--- config.mk ---
export PLATFORM = sky130hd
export DESIGN_NAME = ksl_div
export DESIGN_NICKNAME = d
export VERILOG_FILES = /design/src/rtl/core/ksl_pkg.sv /design/src/rtl/core/ksl_div.sv
export VERILOG_INCLUDE_DIRS = /design/src /design/src/rtl/core
export SDC_FILE = /design/constraint.sdc
export NUM_CORES = 1
export LEC_CHECK = 0
export CORE_UTILIZATION = 50
export DETAILED_ROUTE_END_ITERATION = 8
export DONT_BUFFER_PORTS = 1
export SYNTH_ARGS = -nofsm -noshare
export SYNTH_HDL_FRONTEND = slang
export SYNTH_SLANG_ARGS = --single-unit
--- constraint.sdc ---
create_clock -name clk -period 22.7 [get_ports clk]
set_input_delay 6.81 -clock clk [delete_from_list [all_inputs] [get_ports clk]]
set_output_delay 6.81 -clock clk [all_outputs]
set_load 0.005 [all_outputs]
--- src/rtl/core/assert_macros.svh ---
// Assertion macros shared by the latency averager RTL.
// Depends on nothing; included inside module bodies.
`ifndef ASSERT_MACROS_SVH
`define ASSERT_MACROS_SVH
`define CHK_IMPL(lbl, clk, rst, a, c, msg) \
  lbl: assert property (@(posedge clk) disable iff (rst) (a) |-> (c)) else $error(msg);
`define CHK_NEXT(lbl, clk, rst, a, c, msg) \
  lbl: assert property (@(posedge clk) disable iff (rst) (a) |=> (c)) else $error(msg);
`endif

--- src/rtl/core/ksl_pkg.sv ---
// Shared types and codes for the keyed start/confirm latency averager.
// No dependencies.
package ksl_pkg;
  localparam logic [1:0] MODE_START   = 2'd0;
  localparam logic [1:0] MODE_CONFIRM = 2'd1;
  localparam logic [1:0] MODE_REPORT  = 2'd2;
  localparam logic [1:0] MODE_RSVD    = 2'd3;

  localparam logic [2:0] ST_STORED   = 3'd0;
  localparam logic [2:0] ST_MATCHED  = 3'd1;
  localparam logic [2:0] ST_NO_START = 3'd2;
  localparam logic [2:0] ST_NONPOS   = 3'd3;
  localparam logic [2:0] ST_FULL     = 3'd4;
  localparam logic [2:0] ST_REPORTED = 3'd5;
  localparam logic [2:0] ST_SKIPPED  = 3'd6;

  localparam int unsigned DIV_BITS = 64;

  typedef enum logic [2:0] {
    S_IDLE, S_LOOK, S_READ, S_DIV, S_DONE
  } ksl_state_t;

  typedef struct packed {
    logic start;
    logic busy;
    logic done;
  } div_ctl_t;
endpackage

--- src/rtl/core/ksl_div.sv ---
// Restoring divider, one quotient bit per cycle, used for report averages.
// Depends on ksl_pkg and assert_macros.svh.
module ksl_div (
  input  logic               clk,
  input  logic               rst,
  input  logic               start,
  input  logic [63:0]        dividend,
  input  logic [31:0]        divisor,
  output ksl_pkg::div_ctl_t  ctl,
  output logic [63:0]        quotient
);
  import ksl_pkg::*;
  `include "assert_macros.svh"

  logic [6:0]  cnt;
  logic [63:0] quo;
  logic [32:0] rem;
  logic [31:0] dvs;
  logic        busy;
  logic        done;
  logic [32:0] trial;
  logic [32:0] sub;

  assign trial = {rem[31:0], quo[63]};
  assign sub   = trial - {1'b0, dvs};

  always_ff @(posedge clk) begin
    if (rst) begin
      busy <= 1'b0;
      done <= 1'b0;
      cnt  <= '0;
    end else begin
      done <= !start && busy && (cnt == 7'd1);
      if (start) begin
        busy <= 1'b1;
        cnt  <= 7'(DIV_BITS);
        quo  <= dividend;
        rem  <= '0;
        dvs  <= divisor;
      end else if (busy) begin
        // shift one dividend bit into the remainder, keep it if it fits
        if (!sub[32]) begin
          rem <= sub;
          quo <= {quo[62:0], 1'b1};
        end else begin
          rem <= trial;
          quo <= {quo[62:0], 1'b0};
        end
        cnt <= cnt - 7'd1;
        if (cnt == 7'd1) busy <= 1'b0;
      end
    end
  end

  assign ctl = '{start: start, busy: busy, done: done};
  assign quotient = quo;

  `CHK_IMPL(a_done_not_busy, clk, rst, done, !busy, "divider done while busy")
  `CHK_NEXT(a_start_busy, clk, rst, start, busy, "divider did not start")
  `CHK_IMPL(a_cnt_range, clk, rst, busy, cnt != 7'd0, "divider count ran out")
endmodule

## Yosys cells after proc, flatten, opt, wreduce, memory -nomap -nowiden

Index checks and enable logic that the tools add are counted.

| word-level totals | value |
|---|---|
| flip-flop bits (word level) | 137 |
| latch bits | 0 |
| memory bits (writable) | 0 |
| bits in read-only memories | 0 |
| output and inout port bits | 67 |
| memories kept | 0 |

| cells by class | value |
|---|---|
| $add $sub $neg | 2 |
| multiply operators | 0 |
| div/mod/pow operators | 0 |
| order comparisons | 0 |
| eq/ne operators | 1 |
| shifts and indexed selects | 0 |
| multiplexer cells | 10 |
| bitwise gates (word level) | 1 |
| reductions and logical operators | 7 |

Operators by type and width:

| kind | number |
|---|---|
| two-way mux 64 bit | 2 |
| two-way mux 32 bit | 2 |
| subtractor 33 x 32 -> 33 bit | 1 |
| two-way mux 7 bit | 2 |
| equality test 7 x 1 -> 1 bit, second input constant | 1 |
| subtractor 7 x 1 -> 7 bit, second input constant | 1 |
| two-way mux 1 bit | 4 |
| AND reduction 2 bit | 2 |
| logical AND 1 bit | 2 |
| nonzero test 2 bit | 1 |
| OR reduction 2 bit | 1 |
| logical NOT 1 bit | 1 |
| inverter 1 bit | 1 |

## Depth between registers and ports, before layout

| depth | value |
|---|---|
| depth after elaboration | 4 |
| depth in mapped cells | 13 |
| depth with buffers taken out | 11 |

## Worst setup path before layout

OpenSTA, ideal clock, no wires.

| timing | value |
|---|---|
| kind | in2out |
| start point | input port start |
| end point | output port ctl[2] in the netlist's numbering |
| data arrival time | 6.921 ns |
| required time | 15.890 ns |
| setup slack | 8.969 ns |
| stages on the path | 1 |
| buffers on the path | 1 |
| cells stage by stage | buf_4 |

RTL lines:

| element | line | text |
|---|---|---|
| start, declared | ksl_div.sv:6 | `input logic start,` |
| end, declared | ksl_div.sv:9 | `output ksl_pkg::div_ctl_t ctl,` |

No word-level cell between the ends.

## Final worst setup path

| timing | value |
|---|---|
| start point | input port start |
| end point | output port ctl[2] in the netlist's numbering |

No word-level cell between the ends.

==> metrics.md <==
| Metric | Value |
|---|---|
| Status | complete, but fails checks |
| Failing checks | design-rule violations |
| Critical path endpoint category | output pin |
| RSZ-0062 raised after global routing | false |
| Max cap viols | 0 |
| Ys flop type | edfxtp_1 |
| H-tree levels | 4 |
| Clk network pwr share | 0.376 |
| Setup Fix Bufs, Post-CTS | 0 |
| Fin. Hold Viols | 0 |
| DR vias/cell | 6.035 |
| Antenna Cells | 0 |
| CTS root buf | clkbuf_16 |
| Sw Share | 0.2820 |
| Insertion delay of the later-clocked pin in the worst-skew pair | 420 ps |
| Worst hold path class | reg2reg |
| Core box area | 14700 sq um |
| Worst Tran Pin Value | 1042 ps |
| P_int | 525.2 uW |
| DRC | 2 |
| Resized Gates After CTS | 0 |
| Final slew viol count | 0 |
| Psw | 206.3 uW |
| Area leader, netlist | edfxtp_1 |
| Vias in the first global route | 5177 |
| Iter 0 DRT Violations | 359 |
| Syn Inst Count | 660 |
| Clock Sinks | 137 |
| CTS Hold Bufs | 0 |
| Final Setup Violations | 0 |
| Cell leakage power | 3.052 nW |
| Flop pwr share | 0.430 |
| Site Rows | 44 |
| Antenna violations before repair | 1 |
| Largest net degree at the start of global routing | 95 |
| GR Overflow Total | 0 |
| Synthesis Warnings | 0 |
| First-pass GRT wire length | 27300 um |
| Number of enable flip-flop cells after synthesis | 128 |
| Worst vdd ir | 0.06651 mV |
| CTS buffer count | 17 |
| Drt total wl | 16980 um |
| End-of-flow core utilization | 0.5652 |
| Synth Register Bits | 137 |
| Worst setup SP type | primary input |
| Area grow syn2layout | 9.372% |
| Total GRT Usage | 0.2262 |
| Die Span Y | 125.3 um |
| Final net count | 783 |
| Synth top area share | 0.5060 |
| Asr flop ratio synth | 0 |
| Placer Congestion | 0.8777 |
| DRT antenna net count | 0 |
| Setup CP Type | in2out |
| Syn Area/Cell | 11.51 sq um |
| Min Hold Slack | 499.8 ps |
| Period utilization | 0.6001 |
| Netlist cell types | 63 |
| Period minus WS final | 13620 ps |
| Die Width | 125.3 um |
| Initial Util | 0.5168 |
| Max-slew headroom | 0.3036 |
| CP Max Fanout | 94 |
| CTS tree | built |
| Setup_tns | 0 ps |
| Wire per inst | 20.07 um |
| Die area | 15690 sq um |
| DP HPWL | 11590 um |
| Port bufs | 0 |
| CTS Buffer Depth | 2 |
| Via count | 5106 |
| Layout cells sized above 1 | 0.1722 |
| Mapped cell area | 7596 sq um |
| Top cells by area, synth | edfxtp_1, mux2_2, ha_1 |
| Gate power share | 0.194 |
| Power Dens Cells | 88.05 nW/um^2 |
| F_max | 73.41 MHz |
| # IOs | 166 |
| WP data required | 15890 ps |
| Clock Skews | 14.04 ps |
| Drt first pass iters | 9 |
| Share of the yosys chip area belonging to registers | 0.5297 |
| Syn nets | 794 |
| Worst-path clk slew | 60 ps |
| WP data arrival | 6810 ps |
[metal layers]
layer  routed length (um)  up-vias  part of all wire  track usage
met5                    0        -                 0            0
met4                  203        0             0.012      0.07747
met3                 1507       15             0.089      0.08644
met2                 8150      192              0.48       0.3727
met1                 7119     2443              0.42       0.2718
li1                     -     2456                 -            -
[cells by family (layout without fill, tap and decap cells)]
group | after synthesis | in the layout | synth area share
multiplexers | 65 | 65 | 0.09619
AND/OR/NAND/NOR | 148 | 148 | 0.1001
XOR/XNOR | 21 | 21 | 0.02421
adder cells (fa/ha/maj) | 35 | 35 | 0.05864
flip-flops | 137 | 137 | 0.5297
buffers and inverters | 76 | 78 | 0.04282
AO/OA/AOI/OAI | 178 | 178 | 0.1482
[power groups by stage]
stage | clock network, mW | registers [mW] | logic (mW)
after global routing | 0.290 | 0.317 | 0.159
after CTS | 0.281 | 0.315 | 0.141
after floorplan | 0 | 0.317 | 0.117
final | 0.275 | 0.315 | 0.142
after detailed placement | 0 | 0.320 | 0.141
after global placement | 0 | 0.320 | 0.138
[cell type report]
class                   instances  area (sq um)
multi-input cells             447          3287
clock buffers                  20         436.7
fillers                      1206          6391
clock inverters                12         142.6
inverters                      42         157.7
well taps                     184         230.2
repair buffers                  4         30.03
flip-flops and latches        137          4024
[synth_stat cells (5+ instances only)]
library cell and count:
a211oi_1 9, a21o_1 12, a21oi_1 58, and3_1 5, clkbuf_1 23, dfxtp_1 9
edfxtp_1 128, ha_1 34, inv_1 42, mux2_2 64, nand2_1 36, nand2b_1 7
nand3_1 18, nand4_1 8, nor2_1 29, nor3_1 12, o2111ai_1 5, o211ai_1 7
o21a_1 9, o21ai_0 46, or3_1 5, xnor2_1 13, xor2_1 8
[tightest hold or removal path, cell delays in order (launching register included)]
cell,delay (ps)
dfxtp_1,330
nor2_1,80
a211oi_1,50
[cells in the final DEF (no fill, tap or decap), drive strengths merged, types with 3 or more instances in the layout]
cell	n
o22ai	4
or2	3
inv	46
clkinvlp	3
a21boi	3
buf	4
o21ai	48
ha	34
o2111ai	5
nor3	12
o21a	9
nor2	30
nor2b	3
or4	3
a211oi	11
nand2	36
nand4	8
nand2b	8
a31o	3
a21oi	60
clkbuf	20
and2	4
clkinv	3
mux2	64
o211ai	7
xor2	8
xnor2	13
or4b	3
a31oi	4
a21o	12
or3	5
and3	5
dfxtp	9
edfxtp	128
nand3	19
[metrics by stage]
step                      setup WS, ps  instance area (sq um)  total power, mW  cells
after floorplan                   8969                   7596           0.4335    660
after global placement            9078                   7729           0.4583    814
after detailed placement          9079                   7729           0.4606    814
after CTS                         9079                   8308           0.7371    846
after global routing              9078                   8308           0.7660    846
final                             9078                   8308           0.7315    846
[final timing paths]
| check | start | end | slack [ps] | cells past startpoint |
|---|---|---|---|---|
| setup / recovery | start | ctl[2] | 9080 | 0 |
| hold / removal | cnt[1] | cnt[1] | 500 | 2 |
| setup reg to reg | quotient[63] | rem[20] | 18710 | 11 |
| hold reg to reg | cnt[1] | cnt[1] | 500 | 2 |
[sequential cells by signal, summed over array words and instances (netlist names)]
name	flops
busy	1
rem	32
done	1
cnt	7
dvs	32
quotient	64
Note: power is estimated with default switching activity, not from simulation.
